### src/sqrc_pkg.sv
// Shared types and constants for the sequential run write cache.
// No dependencies; imported by every module of the block.
`default_nettype none
package sqrc_pkg;

   localparam int CACHE_BLOCKS_DEFAULT = 64;
   localparam int CSR_DATA_W  = 32;
   localparam int CSR_INDEX_W = 2;

   localparam logic [CSR_INDEX_W-1:0] CSR_DISK_BLOCKS   = 2'd0;
   localparam logic [CSR_INDEX_W-1:0] CSR_BASE_BLOCK    = 2'd1;
   localparam logic [CSR_INDEX_W-1:0] CSR_IDLE_LIMIT    = 2'd2;
   localparam logic [CSR_INDEX_W-1:0] CSR_CACHE_ENABLED = 2'd3;

   localparam logic [15:0] IDLE_LIMIT_RESET = 16'd1000;
   localparam logic [15:0] IDLE_MAX         = 16'hFFFF;

   localparam logic [1:0] ACT_READ  = 2'd0;
   localparam logic [1:0] ACT_WRITE = 2'd1;
   localparam logic [1:0] ACT_TICK  = 2'd2;
   localparam logic [1:0] ACT_FLUSH = 2'd3;

   localparam logic [1:0] PATH_NONE  = 2'd0;
   localparam logic [1:0] PATH_CACHE = 2'd1;
   localparam logic [1:0] PATH_STORE = 2'd2;

   typedef struct packed {
      logic [1:0]  action;
      logic [31:0] block;
      logic        store_fails;
   } req_type;

   typedef struct packed {
      logic        status;
      logic [1:0]  data_path;
      logic [5:0]  slot;
      logic [31:0] store_block;
      logic        seek;
      logic        flush;
      logic [31:0] flush_first;
      logic [6:0]  flush_count;
   } rsp_type;

   typedef struct packed {
      logic [31:0] disk_blocks;
      logic [31:0] base_block;
      logic [15:0] idle_limit;
      logic        cache_enabled;
   } cfg_type;

endpackage
`default_nettype wire

### src/sqrc_csr.sv
// Configuration registers of the run write cache.
// Depends on sqrc_pkg for register indexes and the cfg_type struct.
`default_nettype none
module sqrc_csr
   import sqrc_pkg::*;
(
   input  wire logic                   clock,
   input  wire logic                   reset,
   input  wire logic                   csr_we,
   input  wire logic [CSR_INDEX_W-1:0] csr_index,
   input  wire logic [CSR_DATA_W-1:0]  csr_wdata,
   output cfg_type                     cfg
);

   cfg_type cfg_ff;

   always_ff @(posedge clock) begin
      if (reset) begin
         cfg_ff.disk_blocks   <= '0;
         cfg_ff.base_block    <= '0;
         cfg_ff.idle_limit    <= IDLE_LIMIT_RESET;
         cfg_ff.cache_enabled <= 1'b1;
      end else if (csr_we) begin
         case (csr_index)
            CSR_DISK_BLOCKS:   cfg_ff.disk_blocks   <= csr_wdata;
            CSR_BASE_BLOCK:    cfg_ff.base_block    <= csr_wdata;
            CSR_IDLE_LIMIT:    cfg_ff.idle_limit    <= csr_wdata[15:0];
            CSR_CACHE_ENABLED: cfg_ff.cache_enabled <= csr_wdata[0];
            default: ;
         endcase
      end
   end

   assign cfg = cfg_ff;

endmodule
`default_nettype wire

### src/sqrc_engine.sv
// Run state registers and the per-request decision logic.
// Depends on sqrc_pkg; driven by the input register of the top level.
`default_nettype none
module sqrc_engine
   import sqrc_pkg::*;
#(
   parameter int CACHE_BLOCKS = CACHE_BLOCKS_DEFAULT
) (
   input  wire logic    clock,
   input  wire logic    reset,
   input  wire logic    item_valid,
   input  wire req_type item,
   input  wire cfg_type cfg,
   output rsp_type      rsp
);

   localparam int CNT_W = $clog2(CACHE_BLOCKS + 1);

   logic [31:0]      run_first_ff, run_first_in;
   logic [CNT_W-1:0] run_count_ff, run_count_in;
   logic             sticky_ff, sticky_in;
   logic [15:0]      idle_ff, idle_in;
   logic [31:0]      last_block_ff, last_block_in;
   logic             last_valid_ff, last_valid_in;

   logic [31:0] cnt_ext;
   logic [31:0] off;
   logic [31:0] last_next;
   logic [15:0] idle_inc;
   logic        has_run, above_first, in_run, append, in_range, fails;
   logic        flush_now, store_now, store_seek;

   assign cnt_ext     = 32'(run_count_ff);
   assign off         = item.block - run_first_ff;
   assign last_next   = last_block_ff + 32'd1;
   assign idle_inc    = (idle_ff == IDLE_MAX) ? idle_ff : idle_ff + 16'd1;
   assign has_run     = run_count_ff != '0;
   assign above_first = item.block >= run_first_ff;
   assign in_run      = has_run && above_first && (off < cnt_ext);
   assign append      = above_first && (off == cnt_ext)
                        && (run_count_ff < CNT_W'(CACHE_BLOCKS));
   assign in_range    = item.block < cfg.disk_blocks;
   assign fails       = item.store_fails;

   always_comb begin
      rsp           = '0;
      run_first_in  = run_first_ff;
      run_count_in  = run_count_ff;
      sticky_in     = sticky_ff;
      idle_in       = idle_ff;
      last_block_in = last_block_ff;
      last_valid_in = last_valid_ff;
      flush_now     = 1'b0;
      store_now     = 1'b0;
      store_seek    = 1'b0;

      case (item.action)
         ACT_READ: begin
            if (!in_range) begin
               rsp.status    = 1'b1;
               last_valid_in = 1'b0;
            end else if (in_run) begin
               rsp.data_path = PATH_CACHE;
               rsp.slot      = off[5:0];
            end else begin
               store_now  = 1'b1;
               store_seek = (item.block == '0) || !last_valid_ff
                            || (item.block != last_next);
            end
         end
         ACT_WRITE: begin
            if (!in_range) begin
               rsp.status    = 1'b1;
               last_valid_in = 1'b0;
            end else if (sticky_ff) begin
               rsp.status = 1'b1;
            end else if (!cfg.cache_enabled) begin
               flush_now = has_run;
               if (has_run && fails) begin
                  rsp.status = 1'b1;
               end else begin
                  store_now  = 1'b1;
                  store_seek = has_run || !last_valid_ff || (item.block != last_next);
               end
            end else if (in_run) begin
               rsp.data_path = PATH_CACHE;
               rsp.slot      = off[5:0];
               idle_in       = '0;
            end else if (!has_run || append) begin
               if (!has_run) begin
                  run_first_in = item.block;
               end
               rsp.data_path = PATH_CACHE;
               rsp.slot      = cnt_ext[5:0];
               run_count_in  = run_count_ff + CNT_W'(1);
               idle_in       = '0;
            end else begin
               flush_now = 1'b1;
               if (fails) begin
                  rsp.status = 1'b1;
               end else begin
                  rsp.data_path = PATH_CACHE;
                  rsp.slot      = '0;
               end
            end
         end
         ACT_TICK: begin
            idle_in = idle_inc;
            if (has_run && (idle_inc >= cfg.idle_limit)) begin
               flush_now  = 1'b1;
               rsp.status = fails;
            end
         end
         ACT_FLUSH: begin
            if (has_run) begin
               flush_now  = 1'b1;
               rsp.status = fails;
            end
         end
         default: ;
      endcase

      // flush empties the run, then a refill after a clean flush starts a new one
      if (flush_now) begin
         rsp.flush       = 1'b1;
         rsp.flush_first = run_first_ff;
         rsp.flush_count = cnt_ext[6:0];
         rsp.seek        = 1'b1;
         run_count_in    = '0;
         sticky_in       = fails;
         last_valid_in   = 1'b0;
         if (item.action == ACT_WRITE && cfg.cache_enabled && !fails) begin
            run_first_in = item.block;
            run_count_in = CNT_W'(1);
            idle_in      = '0;
         end
      end

      if (store_now) begin
         rsp.data_path = PATH_STORE;
         rsp.store_block = cfg.base_block + item.block;
         rsp.seek        = rsp.seek | store_seek;
         rsp.status      = fails;
         last_block_in   = item.block;
         last_valid_in   = !fails;
      end
   end

   always_ff @(posedge clock) begin
      if (reset) begin
         run_first_ff  <= '0;
         run_count_ff  <= '0;
         sticky_ff     <= 1'b0;
         idle_ff       <= '0;
         last_block_ff <= '0;
         last_valid_ff <= 1'b0;
      end else if (item_valid) begin
         run_first_ff  <= run_first_in;
         run_count_ff  <= run_count_in;
         sticky_ff     <= sticky_in;
         idle_ff       <= idle_in;
         last_block_ff <= last_block_in;
         last_valid_ff <= last_valid_in;
      end
   end

endmodule
`default_nettype wire

### src/sequential_run_write_cache_core.sv
// Top level of the sequential run write cache: request and result registers.
// Depends on sqrc_pkg, sqrc_csr and sqrc_engine.
//
// One request is taken every clock cycle, as the whole decision is one short
// combinational pass between the request and result registers; busy is tied
// low, so start may be held high continuously. A request accepted at one edge
// is registered, decided against the run state in the next cycle, and its
// result is registered and shown with rsp_valid for a single cycle. The
// run state updates at the same edge that captures the result, so
// back-to-back requests see each other's effects in order. Results cannot be
// held off and must be taken in the cycle they are shown.
`default_nettype none
module sequential_run_write_cache_core
   import sqrc_pkg::*;
#(
   parameter int CACHE_BLOCKS = CACHE_BLOCKS_DEFAULT
) (
   input  wire logic                   clock,
   input  wire logic                   reset,
   input  wire logic                   start,
   output logic                        busy,
   input  wire req_type                req_item,
   output logic                        rsp_valid,
   output rsp_type                     rsp_item,
   input  wire logic                   csr_we,
   input  wire logic [CSR_INDEX_W-1:0] csr_index,
   input  wire logic [CSR_DATA_W-1:0]  csr_wdata
);

   cfg_type cfg;
   req_type req_ff;
   logic    req_valid_ff;
   rsp_type rsp_in, rsp_ff;
   logic    rsp_valid_ff;

   assign busy = 1'b0;

   sqrc_csr u_csr (
      .clock     (clock),
      .reset     (reset),
      .csr_we    (csr_we),
      .csr_index (csr_index),
      .csr_wdata (csr_wdata),
      .cfg       (cfg)
   );

   sqrc_engine #(
      .CACHE_BLOCKS (CACHE_BLOCKS)
   ) u_engine (
      .clock      (clock),
      .reset      (reset),
      .item_valid (req_valid_ff),
      .item       (req_ff),
      .cfg        (cfg),
      .rsp        (rsp_in)
   );

   always_ff @(posedge clock) begin
      if (reset) begin
         req_valid_ff <= 1'b0;
         rsp_valid_ff <= 1'b0;
      end else begin
         req_valid_ff <= start && !busy;
         rsp_valid_ff <= req_valid_ff;
      end
   end

   always_ff @(posedge clock) begin
      req_ff <= req_item;
      rsp_ff <= rsp_in;
   end

   assign rsp_valid = rsp_valid_ff;
   assign rsp_item  = rsp_ff;

endmodule
`default_nettype wire
### config.mk
export PLATFORM = sky130hd
export DESIGN_NAME = sequential_run_write_cache_core
export DESIGN_NICKNAME = d
export VERILOG_FILES = /design/src/sqrc_pkg.sv /design/src/sqrc_csr.sv /design/src/sqrc_engine.sv /design/src/sequential_run_write_cache_core.sv
export SDC_FILE = /design/constraint.sdc
export NUM_CORES = 1
export LEC_CHECK = 0
export BUFFER_PORTS_ARGS = -buffer_cell sky130_fd_sc_hd__buf_2
export CAP_MARGIN = 20
export CORE_AREA = 2 2 235 237
export CTS_CLUSTER_DIAMETER = 200
export DETAILED_ROUTE_END_ITERATION = 12
export DIE_AREA = 0 0 237 239
export RECOVER_POWER = 50
export SLEW_MARGIN = 5
export SYNTH_ARGS = -nofsm -noshare
export SYNTH_HDL_FRONTEND = slang
export SYNTH_SLANG_ARGS = --single-unit
export TNS_END_PERCENT = 10
### constraint.sdc
create_clock -name clock -period 4.2 [get_ports clock]
set_input_delay 0.84 -clock clock [delete_from_list [all_inputs] [get_ports clock]]
set_output_delay 0.84 -clock clock [all_outputs]
set_load 0.02 [all_outputs]
==> flow_results.org <==
** Run status
- Result of the run :: finished with violations
- The final reports fail on max-capacitance violations, max-slew violations.

** Detailed routing
- The first detailed-routing pass ran for 5 iterations.
- Post-detailed-route DRC marker count :: 0
- The final route contains 15,000 vias.
- Average via count per standard cell :: 5.22
- The detail route stage leaves a number of antenna-violating nets equal to 0.
- In this run, the number of DRC markers left after iteration 0 of detailed routing was 906.
- Total Routed Length :: 53,600 um
- Post-DR wirelength/cell :: 18.6 um

** Clocking
- Hold repair after CTS inserted 0 buffers.
- The clock reaches the later pin of the worst-skew pair after 0.57 ns.
- Clock slew seen by the registers of the worst setup and hold paths :: 0.06 ns
- Number of H-tree levels :: 2
- The clock net in this run drives a total of 289 sinks.
- Counting along the longest clock path gives a buffer depth of 3.
- TritonCTS clock tree :: yes
- Number of clock buffers inserted by TritonCTS :: 37
- Buffer type at the clock tree root :: sky130_fd_sc_hd__clkbuf_16

** Power
- Across the VDD grid, the largest voltage drop is 0.000255 V.
- Summed over all cells, the static leakage comes to 8.34 nW.
- Post-route total power :: 7.17 mW
- Power per unit of standard cell area :: 355 nW/um2

** Synthesis
- The Yosys step of the flow raised 0 warnings.
- Post-synthesis instance total :: 1,931
- sky130_fd_sc_hd__dfxtp_1 is the most common cell in the netlist.
- Count of flip-flops with a built-in enable after synthesis :: 0
- Area share of the leading cell type in the synthesized netlist :: 35.9%
- Counting flops and latches in the post-synthesis netlist gives 289.
- Cell types with the largest area share after synthesis :: sky130_fd_sc_hd__dfxtp_1, sky130_fd_sc_hd__ha_1, sky130_fd_sc_hd__nand2_1
- Synth Flop Type :: sky130_fd_sc_hd__dfxtp_1
- Syn_nets :: 2,131
- After synthesis, the share of flip-flops with an asynchronous set or reset is 0%.
- In the synthesized netlist, the cells that appear most often are sky130_fd_sc_hd__dfxtp_1, sky130_fd_sc_hd__nand2_1, sky130_fd_sc_hd__a21oi_1.
- Post-Synthesis Mean Instance Area :: 8.35 um2
- Seq/Total Area, Yosys :: 35.9%
- Of all cell types, the one taking the most synthesized area is sky130_fd_sc_hd__dfxtp_1.
- Synth unique cells :: 85
- Syn Std Cell Area :: 16,100 um2

** Place
- Final HPWL from detailed placement :: 39,900 um
- Inst Count DP :: 2,791
- Worst Setup Slack post-DPL :: -0.203 ns
- Buffers placed on the I/O ports in this run total 155.
- Placement Cell Area :: 18,200 um2
- Final weighted congestion of routability-driven global placement :: 0.911

** Worst setup path
- The worst setup path is captured at a flip-flop.
- The worst setup path is of the flip-flop to flip-flop kind.
- STA puts the critical path data arrival time at 4.63 ns.
- Launch point of the worst reg-to-reg path :: u_engine.idle_ff[3]
- Data required time at the worst endpoint :: 4.67 ns
- Tracing the worst setup path back leads to its startpoint at u_engine.idle_ff[3].
- Kind of start point of the critical path :: flip-flop
- Of all nets on the critical path, the largest fanout is 5.

** Job
- Across the run, the number of max-cap violations was 1.

** STA
- The final count of pins violating max slew is 33.
- Headroom to the max-slew limit came out at -1.90%.
- The clock period could shrink to 4.16 ns.
- The worst path meets setup with 0.0371 ns of slack.
- F_max :: 240 MHz
- Number of hold-slack violations in the final timing report :: 0
- Slew at the pin closest to its max-slew limit :: 1.53 ns
- RSZ-0062 raised after global routing :: yes
- Final hold analysis gives a worst-case slack of 0.367 ns.
- Between clock sinks in the finished design, the worst skew comes to 0.0302 ns.
- Setup violations remaining at the end of the flow were counted as 0.
- Dividing the final minimum period by the clock period gives 99.1%.

** Floorplanning
- The floorplan step set the die height to 239 um.
- The floorplan step defined a die boundary enclosing 56,600 um2.
- The total area inside the core boundary comes to 54,300 um2.
- Top Ports :: 157
- Die outline width :: 237 um
- Starting utilization of the core area :: 29.7%
- The floorplan has 86 rows.

** GRT
- Number of antenna violations at the first check in global routing :: 2
- Aggregate global routing overflow :: 0
- First-pass GRT wire length :: 82,900 um
- Global routing used 18.5% of the available tracks across all layers.
- Vias in the first global route :: 14,800
- Entering global routing, the biggest net connects 90 pins.

** Cells and area
- The net count of the finished layout is 2,350.
- Of the cells placed in the final design, the portion with a size suffix greater than 1 is 19.7%.
- The area growth from synthesis to layout is 25.1%.
- Post-layout instance count excluding filler cells :: 2,881
- Fin area :: 20,200 um2

** Hold path
- Class of the most critical hold timing path :: input pin to flip-flop
- The worst hold path begins at req_item[3].
-- flip-flops by register name (all words and copies together) (netlist names) --
signal,flops
rsp_valid,1
u_engine.idle_ff,16
req_ff,35
u_engine.sticky_ff,1
u_csr.cfg,81
req_valid_ff,1
u_engine.run_first_ff,32
rsp_item,82
u_engine.last_block_ff,32
u_engine.last_valid_ff,1
u_engine.run_count_ff,7
-- routing by layer --
metal | vias to the layer above | track usage [%] | share of wire [%]
li1 | 7332 | - | -
met1 | 7183 | 24.2 | 46
met2 | 426 | 31.0 | 46
met3 | 86 | 3.41 | 5.7
met4 | 0 | 5.39 | 2.7
met5 | - | 0 | 0
-- timing repair --
action | 4_1_cts | 5_1_grt
buffers inserted | 11 | 5
pin swaps | 16 | 19
resized for setup | 50 | 45
cloned | 6 | 2
setup endpoints to repair | 124 | 117
-- per-stage QoR --
stage / setup TNS, ns / util [%]
finish: 0 / 37.1
floorplan: 0 / -
global placement: -3.32 / 33.6
global route: -3.24 / 37.1
CTS: 0 / 36.6
detailed placement: -8.04 / 33.6
-- cells in the final DEF, fill, tap and decap left out, types with 12 or more instances in the layout --
cell                          n
sky130_fd_sc_hd__dfxtp_1    285
sky130_fd_sc_hd__o31ai_2     14
sky130_fd_sc_hd__and3_1      14
sky130_fd_sc_hd__a31oi_1     13
sky130_fd_sc_hd__nand2_1    236
sky130_fd_sc_hd__mux2i_1     46
sky130_fd_sc_hd__a21o_1      32
sky130_fd_sc_hd__nor3_1      73
sky130_fd_sc_hd__buf_2      145
sky130_fd_sc_hd__nand2b_1    22
sky130_fd_sc_hd__nand3_1     46
sky130_fd_sc_hd__ha_1       122
sky130_fd_sc_hd__inv_1      117
sky130_fd_sc_hd__o21ai_0     53
sky130_fd_sc_hd__xnor2_1     56
sky130_fd_sc_hd__xor2_1      29
sky130_fd_sc_hd__nor2_1     117
sky130_fd_sc_hd__o2111ai_1   31
sky130_fd_sc_hd__and2_1      12
sky130_fd_sc_hd__a21oi_1    159
sky130_fd_sc_hd__a22o_1      13
sky130_fd_sc_hd__nor4_1      20
sky130_fd_sc_hd__buf_4      103
sky130_fd_sc_hd__o31ai_1     25
sky130_fd_sc_hd__o21a_1      18
sky130_fd_sc_hd__o211ai_1    18
sky130_fd_sc_hd__nor2b_1     18
sky130_fd_sc_hd__clkbuf_16   39
sky130_fd_sc_hd__clkbuf_1    18
sky130_fd_sc_hd__nand4_1     33
-- area by class of cell --
class / count / area [um2]
diodes: 1 / 2.50
well taps: 704 / 881
multi-input cells: 1416 / 9780
repair buffers: 286 / 2040
clock buffers: 46 / 980
flip-flops and latches: 289 / 5790
inverters: 120 / 453
fillers: 5482 / 34200
clock inverters: 19 / 243
-- worst paths after layout --
kind	end	slack (ns)	depth (start not counted)
worst max-delay path	u_engine.run_first_ff[18]	0.04	24
worst min-delay path	req_ff[3]	0.37	1
worst max register to register	u_engine.run_first_ff[18]	0.04	24
worst min register to register	u_csr.cfg[75]	0.45	2
-- cells by family after synthesis --
family	Yosys count	share of synthesized area, %
other cells	1	0.0233
flops	289	35.9
xor+xnor	89	4.83
fa+ha+maj	127	9.95
buf+inv	226	5.73
compound gates	477	20.1
mux	51	3.20
simple gates	671	20.3
-- where the power goes --
part | leakage [nW] | total [mW] | switching [mW] | internal (mW)
clock | 0.586 | 3.25 | 1.34 | 1.92
combinational | 5.40 | 1.03 | 0.625 | 0.405
sequential | 2.35 | 2.88 | 0.0659 | 2.82
total | 8.34 | 7.17 | 2.03 | 5.14
-- critical path, stage by stage, from the launching register on --
cell and delay (ns):
sky130_fd_sc_hd__dfxtp_2 0.32, sky130_fd_sc_hd__and2_4 0.14, sky130_fd_sc_hd__and4_4 0.20, sky130_fd_sc_hd__and2_4 0.16
sky130_fd_sc_hd__nand2_4 0.06, sky130_fd_sc_hd__nor2_4 0.13, sky130_fd_sc_hd__and3_4 0.22, sky130_fd_sc_hd__and3_4 0.24
sky130_fd_sc_hd__nor2_4 0.06, sky130_fd_sc_hd__nand2_1 0.14, sky130_fd_sc_hd__xnor2_2 0.15, sky130_fd_sc_hd__ha_1 0.29
sky130_fd_sc_hd__a21o_1 0.16, sky130_fd_sc_hd__a211oi_1 0.21, sky130_fd_sc_hd__o21ai_1 0.09, sky130_fd_sc_hd__o211ai_1 0.09
sky130_fd_sc_hd__a21o_1 0.16, sky130_fd_sc_hd__and3_4 0.19, sky130_fd_sc_hd__and3_4 0.19, sky130_fd_sc_hd__buf_6 0.10
sky130_fd_sc_hd__nor3_4 0.05, sky130_fd_sc_hd__o21a_4 0.21, sky130_fd_sc_hd__buf_12 0.15, sky130_fd_sc_hd__buf_16 0.14
sky130_fd_sc_hd__o31ai_1 0.22
Note: power is estimated with default switching activity, not from simulation.
